$ cat src/design/mep_pkg.sv
// Shared widths, constants and types of the Mandelbrot escape-time pixel.
// No dependencies; used by every other file of the block but the macro header.
`timescale 1ns / 1ps

package mep_pkg;

	localparam int COORD_W         = 32;
	localparam int COORD_FRAC_BITS = 28;
	localparam int MAX_ITER_LIMIT  = 256;
	localparam int CNT_W           = 9;
	localparam int COLOR_W         = 8;

	// a z that has not escaped needs FRAC+2 bits; c itself needs COORD_W
	localparam int Z_W = (COORD_FRAC_BITS + 2 > COORD_W) ? COORD_FRAC_BITS + 2 : COORD_W;
	localparam int P_W = 2 * Z_W;   // full product
	localparam int S_W = P_W + 1;   // sum or difference of two products
	localparam int N_W = P_W + 2;   // next z before the escape test

	localparam logic [CNT_W-1:0]   MAX_ITER_RESET = CNT_W'(256);
	localparam logic [CNT_W-1:0]   ITER_CAP       = CNT_W'(MAX_ITER_LIMIT);
	localparam logic [COLOR_W-1:0] BLUE_BASE      = COLOR_W'(64);

	// 4.0 in the squared scale, 2.0 in the coordinate scale
	localparam logic signed [S_W-1:0] ESC_SQ_LIMIT  = S_W'(1) << (2 * COORD_FRAC_BITS + 2);
	localparam logic signed [N_W-1:0] ESC_MAG_LIMIT = N_W'(1) << (COORD_FRAC_BITS + 1);

	typedef struct packed {
		logic             done;
		logic [CNT_W-1:0] count;
		logic             in_set;
	} iter_res_t;

	typedef struct packed {
		logic [COLOR_W-1:0] blue;
		logic [COLOR_W-1:0] green;
		logic [COLOR_W-1:0] red;
	} shade_t;

endpackage

$ cat src/design/mep_ifs.sv
// Valid/ready channel interfaces: point in, escape result out.
// Depends on mep_pkg for field widths.
`timescale 1ns / 1ps

interface mep_pt_if;
	logic                                valid;
	logic                                ready;
	logic signed [mep_pkg::COORD_W-1:0]  c_re;
	logic signed [mep_pkg::COORD_W-1:0]  c_im;

	modport source (output valid, output c_re, output c_im, input ready);
	modport sink   (input valid, input c_re, input c_im, output ready);
endinterface

interface mep_res_if;
	logic                          valid;
	logic                          ready;
	logic [mep_pkg::CNT_W-1:0]     iter_count;
	logic                          inside_res;
	logic [mep_pkg::COLOR_W-1:0]   blue;
	logic [mep_pkg::COLOR_W-1:0]   green;
	logic [mep_pkg::COLOR_W-1:0]   red;

	modport source (output valid, output iter_count, output inside_res,
		output blue, output green, output red, input ready);
	modport sink   (input valid, input iter_count, input inside_res,
		input blue, input green, input red, output ready);
endinterface

$ cat src/design/mep_mul.sv
// Shared signed multiplier with a registered full-width product.
// Depends on mep_pkg.
`timescale 1ns / 1ps

module mep_mul (
	input  logic                             clk,
	input  logic signed [mep_pkg::Z_W-1:0]   a,
	input  logic signed [mep_pkg::Z_W-1:0]   b,
	output logic signed [mep_pkg::P_W-1:0]   prod_q
);

	always_ff @(posedge clk) begin
		prod_q <= a * b;
	end

endmodule

$ cat src/design/mep_shade.sv
// Colour map from escape count: black inside, else blue/green/red ramps.
// Depends on mep_pkg.
`timescale 1ns / 1ps

module mep_shade (
	input  mep_pkg::iter_res_t res,
	output mep_pkg::shade_t    shade
);

	localparam int CW = mep_pkg::COLOR_W;

	logic [mep_pkg::CNT_W-1:0] half;

	assign half = res.count >> 1;

	always_comb begin
		if (res.in_set) begin
			shade = '0;
		end else begin
			shade.blue  = CW'(mep_pkg::BLUE_BASE + CW'(half));
			shade.green = CW'(half);
			shade.red   = CW'(res.count);
		end
	end

endmodule

$ cat src/design/mep_iter.sv
// Escape-time sequencer: steps z = z*z + c on the shared multiplier.
// Depends on mep_pkg and mep_mul.
`timescale 1ns / 1ps

module mep_iter (
	input  logic                                  clk,
	input  logic                                  arst_n,
	input  logic                                  start,
	input  logic signed [mep_pkg::COORD_W-1:0]    c_re,
	input  logic signed [mep_pkg::COORD_W-1:0]    c_im,
	input  logic [mep_pkg::CNT_W-1:0]             limit,
	input  logic                                  ack,
	output logic                                  idle,
	output mep_pkg::iter_res_t                    res
);

	localparam int ZW = mep_pkg::Z_W;
	localparam int SW = mep_pkg::S_W;
	localparam int NW = mep_pkg::N_W;
	localparam int F  = mep_pkg::COORD_FRAC_BITS;

	typedef enum logic [5:0] {
		ST_IDLE = 6'b000001,
		ST_RR   = 6'b000010,
		ST_II   = 6'b000100,
		ST_RI   = 6'b001000,
		ST_UPD  = 6'b010000,
		ST_DONE = 6'b100000
	} state_t;

	state_t state_q, state_d;

	logic signed [ZW-1:0]                zr_q, zi_q, op_a, op_b;
	logic signed [mep_pkg::COORD_W-1:0]  cr_q, ci_q;
	logic signed [mep_pkg::P_W-1:0]      prod_q, rr_q;
	logic signed [SW-1:0]                diff_q, diff, sum_sq;
	logic signed [NW-1:0]                nr, ni;
	logic [mep_pkg::CNT_W-1:0]           n_q, n_inc;
	logic                                first_q, inside_q;
	logic                                esc_sq, esc_mag;

	mep_mul u_mul (
		.clk    (clk),
		.a      (op_a),
		.b      (op_b),
		.prod_q (prod_q)
	);

	always_comb begin
		case (state_q)
			ST_RR: begin
				op_a = zr_q;
				op_b = zr_q;
			end
			ST_II: begin
				op_a = zi_q;
				op_b = zi_q;
			end
			default: begin
				op_a = zr_q;
				op_b = zi_q;
			end
		endcase
	end

	// in ST_RI prod_q holds zi^2; in ST_UPD it holds zr*zi
	assign sum_sq = SW'(rr_q) + SW'(prod_q);
	assign diff   = SW'(rr_q) - SW'(prod_q);
	assign esc_sq = sum_sq > mep_pkg::ESC_SQ_LIMIT;
	assign n_inc  = n_q + 1'b1;

	// floor shifts; the values stay far inside the signed 66-bit range
	assign nr = (NW'(diff_q) >>> F) + NW'(cr_q);
	assign ni = (NW'(prod_q) >>> (F - 1)) + NW'(ci_q);
	assign esc_mag = (nr > mep_pkg::ESC_MAG_LIMIT) || (nr < -mep_pkg::ESC_MAG_LIMIT) ||
		(ni > mep_pkg::ESC_MAG_LIMIT) || (ni < -mep_pkg::ESC_MAG_LIMIT);

	always_comb begin
		state_d = state_q;
		case (state_q)
			ST_IDLE: begin
				if (start) begin
					state_d = (limit == '0) ? ST_DONE : ST_RR;
				end
			end
			ST_RR:   state_d = ST_II;
			ST_II:   state_d = ST_RI;
			ST_RI: begin
				if (first_q) begin
					state_d = ST_UPD;
				end else if (esc_sq || n_inc == limit) begin
					state_d = ST_DONE;
				end else begin
					state_d = ST_UPD;
				end
			end
			ST_UPD:  state_d = esc_mag ? ST_DONE : ST_RR;
			ST_DONE: begin
				if (ack) begin
					state_d = ST_IDLE;
				end
			end
			default: state_d = ST_IDLE;
		endcase
	end

	always_ff @(posedge clk or negedge arst_n) begin
		if (!arst_n) begin
			state_q <= ST_IDLE;
		end else begin
			state_q <= state_d;
		end
	end

	always_ff @(posedge clk) begin
		case (state_q)
			ST_IDLE: begin
				if (start) begin
					zr_q     <= ZW'(c_re);
					zi_q     <= ZW'(c_im);
					cr_q     <= c_re;
					ci_q     <= c_im;
					n_q      <= '0;
					first_q  <= 1'b1;
					inside_q <= (limit == '0);
				end
			end
			ST_II: rr_q <= prod_q;
			ST_RI: begin
				diff_q <= diff;
				// the starting point itself is never tested
				if (first_q) begin
					first_q <= 1'b0;
				end else if (!esc_sq) begin
					n_q      <= n_inc;
					inside_q <= (n_inc == limit);
				end
			end
			ST_UPD: begin
				if (!esc_mag) begin
					zr_q <= ZW'(nr);
					zi_q <= ZW'(ni);
				end
			end
			default: ;
		endcase
	end

	assign idle       = (state_q == ST_IDLE);
	assign res.done   = (state_q == ST_DONE);
	assign res.count  = n_q;
	assign res.in_set = inside_q;

endmodule

$ cat src/design/mandelbrot_escape_pixel.sv
// Mandelbrot escape-time pixel: top level with config register and result stage.
// Depends on mep_pkg, mep_ifs, mep_iter, mep_shade.
`timescale 1ns / 1ps

// One point c (signed Q4.28) is taken per transfer on pt; one result comes
// out on res: the count of z = z*z + c steps (z starting at c) that stay
// within |z|^2 <= 4, an inside flag when the count reaches the limit, and a
// colour (black inside, else blue = 64 + n/2, green = n/2, red = n, mod 256).
// The limit is max_iter from cfg_wdata, capped at 256; write it only while
// no point is in flight. A limit of zero reports every point inside with a
// count of 0. Every step runs on the one shared 32x32 multiplier in turn:
// zr^2, zi^2, zr*zi, then the update. A point ends when its z leaves the
// +-2.0 box at an update, when the |z|^2 test catches it, or when its count
// reaches the limit. pt.ready is high only while the sequencer is free; a
// finished result sits in the output register, so the next point can start
// while it waits to be taken.

module mandelbrot_escape_pixel (
	input  logic                        clk,
	input  logic                        arst_n,
	input  logic                        cfg_we,
	input  logic [mep_pkg::CNT_W-1:0]   cfg_wdata,
	mep_pt_if.sink                      pt,
	mep_res_if.source                   res
);

	logic [mep_pkg::CNT_W-1:0] max_iter_q;
	logic [mep_pkg::CNT_W-1:0] limit;
	logic                      iter_idle;
	logic                      start;
	logic                      ack;
	logic                      res_valid_q;
	mep_pkg::iter_res_t        iter_res;
	mep_pkg::shade_t           shade;

	// limit register
	always_ff @(posedge clk or negedge arst_n) begin
		if (!arst_n) begin
			max_iter_q <= mep_pkg::MAX_ITER_RESET;
		end else if (cfg_we) begin
			max_iter_q <= cfg_wdata;
		end
	end

	assign limit = (max_iter_q > mep_pkg::ITER_CAP) ? mep_pkg::ITER_CAP : max_iter_q;

	assign pt.ready = iter_idle;
	assign start    = pt.valid && iter_idle;

	mep_iter u_iter (
		.clk    (clk),
		.arst_n (arst_n),
		.start  (start),
		.c_re   (pt.c_re),
		.c_im   (pt.c_im),
		.limit  (limit),
		.ack    (ack),
		.idle   (iter_idle),
		.res    (iter_res)
	);

	mep_shade u_shade (
		.res   (iter_res),
		.shade (shade)
	);

	// hand over when the output stage is empty or drains this cycle
	assign ack = iter_res.done && (!res_valid_q || res.ready);

	always_ff @(posedge clk or negedge arst_n) begin
		if (!arst_n) begin
			res_valid_q <= 1'b0;
		end else if (ack) begin
			res_valid_q <= 1'b1;
		end else if (res.ready) begin
			res_valid_q <= 1'b0;
		end
	end

	always_ff @(posedge clk) begin
		if (ack) begin
			res.iter_count <= iter_res.count;
			res.inside_res <= iter_res.in_set;
			res.blue       <= shade.blue;
			res.green      <= shade.green;
			res.red        <= shade.red;
		end
	end

	assign res.valid = res_valid_q;

endmodule

$ cat src/flat_wrapper.sv
// flat-port wrapper written by rule: the top's interface ports become plain ports
module mandelbrot_escape_pixel_flat 
  (clk, arst_n, cfg_we, cfg_wdata, pt_valid, pt_c_re, pt_c_im, pt_ready, res_valid, res_iter_count, res_inside_res, res_blue, res_green, res_red, res_ready);
  mep_pt_if pt_i ();
  mep_res_if res_i ();
  input  logic clk;
  input  logic arst_n;
  input  logic cfg_we;
  input  logic [mep_pkg::CNT_W-1:0] cfg_wdata;
  input wire logic [$bits(pt_i.valid)-1:0] pt_valid;
  input wire logic [$bits(pt_i.c_re)-1:0] pt_c_re;
  input wire logic [$bits(pt_i.c_im)-1:0] pt_c_im;
  output wire logic [$bits(pt_i.ready)-1:0] pt_ready;
  output wire logic [$bits(res_i.valid)-1:0] res_valid;
  output wire logic [$bits(res_i.iter_count)-1:0] res_iter_count;
  output wire logic [$bits(res_i.inside_res)-1:0] res_inside_res;
  output wire logic [$bits(res_i.blue)-1:0] res_blue;
  output wire logic [$bits(res_i.green)-1:0] res_green;
  output wire logic [$bits(res_i.red)-1:0] res_red;
  input wire logic [$bits(res_i.ready)-1:0] res_ready;
  assign pt_i.valid = pt_valid;
  assign pt_i.c_re = pt_c_re;
  assign pt_i.c_im = pt_c_im;
  assign pt_ready = pt_i.ready;
  assign res_valid = res_i.valid;
  assign res_iter_count = res_i.iter_count;
  assign res_inside_res = res_i.inside_res;
  assign res_blue = res_i.blue;
  assign res_green = res_i.green;
  assign res_red = res_i.red;
  assign res_i.ready = res_ready;
  mandelbrot_escape_pixel u_core (.clk(clk), .arst_n(arst_n), .cfg_we(cfg_we), .cfg_wdata(cfg_wdata), .pt(pt_i), .res(res_i));
endmodule
$ cat config.mk
export PLATFORM = sky130hd
export DESIGN_NAME = mandelbrot_escape_pixel_flat
export DESIGN_NICKNAME = d
export VERILOG_FILES = /design/src/design/mep_pkg.sv /design/src/design/mep_ifs.sv /design/src/design/mep_mul.sv /design/src/design/mep_shade.sv /design/src/design/mep_iter.sv /design/src/design/mandelbrot_escape_pixel.sv /design/src/flat_wrapper.sv
export SDC_FILE = /design/constraint.sdc
export NUM_CORES = 2
export LEC_CHECK = 0
export BUFFER_PORTS_ARGS = -buffer_cell sky130_fd_sc_hd__buf_2
export CORE_MARGIN = 2
export CORE_UTILIZATION = 60
export DETAILED_ROUTE_END_ITERATION = 10
export GPL_TIMING_DRIVEN = 0
export PLACE_DENSITY = 0.88
export SYNTH_ARGS = -nofsm -noshare
export SYNTH_HDL_FRONTEND = slang
export SYNTH_HIERARCHICAL = 1
export SYNTH_SLANG_ARGS = --single-unit
$ cat constraint.sdc
create_clock -name clk -period 10.7 [get_ports clk]
set_clock_uncertainty 0.15 [all_clocks]
set_input_delay 0 -clock clk [delete_from_list [all_inputs] [get_ports clk]]
set_output_delay 0 -clock clk [all_outputs]
set_load 0.01 [all_outputs]
[Yosys cells after proc, flatten, opt, wreduce, memory -nomap -nowiden]
Cells that the tools add are included.
Operators by class
  bitwise gates (word level): 0
  add/subtract/negate cells: 6
  $mul: 1
  equal/unequal tests: 12
  div/mod/pow operators: 0
  shift-type cells: 0
  reduce and logical (&&, ||, !) cells: 17
  magnitude comparators: 6
  mux-type cells: 28
Operator list (number)
  $mux W32: 6
  $pmux W32 S2: 2
  $add A37 B32 Y38: 2
  $gt A38 B31 Y1 const B: 2
  $lt A38 B30 Y1 const B: 2
  $add A64 B64 Y65: 1
  $gt A65 B60 Y1 const B: 1
  $sub A64 B64 Y65: 1
  $mul A32 B32 Y64: 1
  $mux W6: 6
  $mux W9: 4
  $pmux W6 S6: 1
  $pmux W9 S2: 1
  $add A9 B1 Y9 const B: 1
  $eq A9 B9 Y1: 1
  $gt A9 B9 Y1 const B: 1
  $logic_not A9 Y1: 1
  $add A7 B8 Y8 const A: 1
  $ne A2 B2 Y1 const B: 4
  $eq A6 B1 Y1 const B: 1
  $eq A6 B2 Y1 const B: 1
  $eq A6 B3 Y1 const B: 1
  $eq A6 B4 Y1 const B: 1
  $eq A6 B5 Y1 const B: 1
  other kinds (11): 26
Storage, ports and cells
  input port bits: 78
  latch bits: 0
  bits in read-only memories: 0
  logic and storage cells: 88
  memories kept: 0
  output and inout port bits: 36
  RAM bits: 0
  register bits: 382

[Depth between registers and ports, before layout]
  depth in word-level cells: 7
  mapped depth: 34
  mapped depth without buffers: 31

[Hierarchy]
Netlist, hierarchy kept.
Modules (own cells, without submodules)
  mep_mul: instances 1, seq. area each 1281.2 um2, area an instance 37509.7 um2, cells each 3950
  mep_iter: instances 1, seq. area each 7358.3 um2, area an instance 21635.8 um2, cells each 2511
  mandelbrot_escape_pixel: instances 1, seq. area each 1272.5 um2, area an instance 1497.7 um2, cells each 67
  mep_shade: instances 1, seq. area each 0.0 um2, area an instance 203.9 um2, cells each 26

[Worst setup path after synthesis]
Ideal clock, no wire load.
  kind: register to register
  from: register u_core.u_iter.state_q[1]
  to: register u_core/u_iter/u_mul/prod_q[59] (netlist bit)
  setup time: 95 ps
  data required time: 10455 ps
  arrival: 10021 ps
  period minus slack after synthesis: 10267 ps
  slack: 433 ps
  cell stages (with the launch flop): 33
  cells stage by stage: dfrtp_1 nor4_1 nand3b_1 inv_1 buf_1 nand2_1 nand2_1 clkbuf_1 nand2_1 fa_1 inv_1 fa_1 inv_1 fa_1 fa_1 inv_1 fa_1 fa_1 fa_1 inv_1 fa_1 inv_1 ha_1 clkbuf_1 a21oi_1 nand2_1 a221oi_1 o21ai_0 a41oi_2 o31ai_4 a2111oi_2 nor2_1 o311ai_1
On the way
  word-level cells in the longest chain between the ends: 3
  elaborated cells on any way between the ends: 5
Ends and longest elaborated chain
  start, declared: line mep_iter.sv:31  | state_t state_q, state_d;
  start signal, assigned: line mep_iter.sv:111  | state_q <= state_d;
  $eq A6 B3 Y1: line mep_iter.sv:50  | case (state_q)
  $mux W32: line mep_iter.sv:50
  net u_core.u_iter.op_a[29]: line mep_iter.sv:33  | logic signed [ZW-1:0] zr_q, zi_q, op_a, op_b;
  $mul A32 B32 Y64: line mep_mul.sv:13  | prod_q <= a * b;
  end signal, assigned: line mep_mul.sv:13
  end, declared: line mep_mul.sv:9  | output logic signed [mep_pkg::P_W-1:0] prod_q
The timed path passes the listed nets, and every way through them passes these cells.
A chain may end at the register's enable or synchronous reset.

[Worst setup path in the final report]
  from: register u_core.u_iter.state_q[3]
  to: register u_core/u_iter/u_mul/prod_q[61] (netlist bit)
On the way
  word-level cells in the longest chain between the ends: 3
  elaborated cells on any way between the ends: 5
Ends and longest elaborated chain (line)
  $eq A6 B2 Y1: mep_iter.sv:50
  $mux W32: mep_iter.sv:50
  net u_core.u_iter.op_b[7]: mep_iter.sv:33
  $mul A32 B32 Y64: mep_mul.sv:13
The timed path passes the listed nets, and every way through them passes these cells.

==> metrics.txt <==
status=complete, but fails checks; failing checks=negative setup slack; Post-synth EDFFs=274; clock buffer depth=3; WS Path Type=reg -> reg; fin crit period=10.73 ns; max-slew violations=0; gr usage total=0.461; main area contributors after synthesis=fa_1 (36%), edfxtp_1 (14%), ha_1 (8.0%); Starting Density=0.607; via count of the routed design=53000; WP data required=11.09 ns; final worst setup slack=-0.0306 ns; layout cells sized above 1=0.0701; DR DRC count=0; hpwl dp=191000 um; Vias per Instance=6.43; I/O pin cnt=114; gr busiest metal=met2; most used cell, CP=fa_1; drt wl/cell=28.9 um; CTS Sinks=354; sequential share of the synthesized area=0.163; area share of the largest cell type after synthesis=0.357; Worst-path clk slew=0.07 ns; slowest stage delay, CP=0.70 ns; area growth from synthesis to layout=8.28%; highest net fanout along the worst path=10; Max Cap Viol=0; critical path capture point type=register; met3 Resource Use GR=0.146; Skew-Pair Late Insertion Delay=0.61 ns; Synth Register Bits=354; largest net degree at the start of global routing=65; Rows=116; Die X=322 um; critical path data arrival time=11.12 ns; cells after synthesis=6554; Hold WC Path Type=in -> reg; nets=8372; CP top delay family=adder cells; pre-CTS WS=-1.08 ns; slowest CP cell=fa_2; most frequent cells in the layout=inv_1 (1106), fa_1 (1082), nand2_1 (877); DRT Pass-1 Iters=10; Die Height=322 um; FMAX=93.2 MHz; met2 Use GR=0.678; H-tree levels=2; Net Count, Synth=8104; Layout Cells excl Fill=8247; hold slack=0.0154 ns; period utilisation layout=1.00; Main synth FF type=edfxtp_1; Routed Antenna Nets=0; Max-Slew Margin vs Limit=0.0329; Crit path buffers/inverters=11; Final Setup Violations=1; PortBufs=112; area of the core=100000 sq um; first-pass GRT wire length=346000 um; post-synth top area cell=fa_1; Final Wtd Congestion=1.08; CTS tree=built; Routed WL=239000 um; total CTS buffers=38; endpoints failing hold=0; Post-Syn Area=60800 sq um; grt ovf=0; initial DRC count=7264; synth unique cells=109; Slew @ Worst Pin=1.41 ns; post-route core utilization=0.657; most common cell after layout, fill and taps aside=inv_1; vias in the first global route=53300; Die ar.=104000 sq um; ys async rst share=0.0452; Avg Inst Size Synth=9.28 sq um; Synth warnings=6; clk root buf=clkbuf_16; initial antenna violation count=32; CP Launch Type=register; cell count after placement=8026; GRT met1 Usage=0.576
-- synthesized netlist by cell type (27+ instances only) --
| master | count |
|---|---|
| fa_1 | 1085 |
| nor3_1 | 41 |
| edfxtp_1 | 274 |
| nor2b_1 | 57 |
| a31oi_1 | 38 |
| a21oi_1 | 248 |
| a211oi_1 | 29 |
| nand2_1 | 885 |
| o21bai_1 | 42 |
| ha_1 | 387 |
| and3_1 | 41 |
| o21ai_1 | 35 |
| a21o_1 | 76 |
| nand3_1 | 68 |
| xor2_1 | 63 |
| nand4_1 | 53 |
| nand2b_1 | 38 |
| nor4_1 | 49 |
| o211ai_1 | 36 |
| inv_1 | 1111 |
| buf_2 | 28 |
| clkbuf_1 | 256 |
| dfxtp_1 | 64 |
| o21ai_0 | 174 |
| nor2_1 | 257 |
| o31ai_1 | 27 |
| and2_1 | 540 |
| xnor2_1 | 127 |
-- kinds of logic after synthesis --
group	count (synthesis)	share of synthesized area
compound gates	923	0.101
xor+xnor	190	0.0273
fa+ha+maj	1472	0.437
buf+inv	1437	0.0910
flops	354	0.163
mux	34	0.00672
simple gates	2144	0.175
-- per-layer routing --
metal	wire, um	share of wire	up-vias
met5	58	0.00024	-
met4	22300	0.094	10
met3	32700	0.14	1258
met2	101000	0.42	4229
met1	82500	0.35	26000
li1	-	-	21500
-- registers in the layout, summed over array words and instances (netlist names) --
signal,flops
u_core/u_iter/rr_q,64
u_core/u_iter/first_q,1
u_core/u_iter/zr_q,32
u_core/u_iter/state_q,6
u_core/u_iter/cr_q,32
u_core/res.green,8
u_core/u_iter/diff_q,37
u_core/u_iter/zi_q,32
u_core/u_iter/n_q,9
u_core/res.valid,1
u_core/res.red,8
u_core/u_iter/u_mul/prod_q,64
u_core/u_iter/inside_q,1
u_core/res.inside_res,1
u_core/max_iter_q,9
u_core/u_iter/ci_q,32
u_core/res.iter_count,9
u_core/res.blue,8
-- per-stage QoR --
| step | setup TNS, ns | area (sq um) |
|---|---|---|
| after floorplan | 0 | 60800 |
| after global placement | -87.48 | 63100 |
| after detailed placement | -15.26 | 63200 |
| after CTS | 0 | 65500 |
| after global routing | -0.192 | 65800 |
| final | -0.0306 | 65900 |
-- final timing paths --
path,from,endpoint,slack (ns),depth (start not counted)
min in group asynchronous,arst_n,u_core/max_iter_q[3]$_DFFE_PN0P_,0.43,3
max reg2reg,u_core/u_iter/state_q[3]$_DFFE_PN0P_,u_core/u_iter/u_mul/prod_q[61]$_DFF_P_,-0.03,34
max in group asynchronous,arst_n,u_core/u_iter/state_q[2]$_DFFE_PN0P_,9.41,3
min reg2reg,u_core/u_iter/u_mul/prod_q[26]$_DFF_P_,u_core/u_iter/rr_q[26]$_DFFE_PP_,0.32,0
max,u_core/u_iter/state_q[3]$_DFFE_PN0P_,u_core/u_iter/u_mul/prod_q[61]$_DFF_P_,-0.03,34
min,pt_c_re[24],u_core/u_iter/cr_q[24]$_DFFE_PP_,0.02,2
-- final cells by class --
class	instances	area, sq um
multi-input cells	4763	45500
fillers	7858	34400
flip-flops and latches	354	9910
inverters	1121	4220
repair buffers	228	1710
well taps	1357	1700
plain buffers	316	1480
clock buffers	54	1030
clock inverters	16	236
diodes	38	95.1
-- what timing repair did --
action / in CTS / in global routing
endpoints found under the setup margin: 27 / 24
hold endpoints to repair: 156 / 0
hold buffers: 95 / 0
pin swaps: 2 / 2
cloned: 0 / 0
resized for setup: 58 / 189
setup buffers: 2 / 16
Power is not shown: default switching activity piles up to over one toggle a cycle in this logic, so the estimate is an artifact.
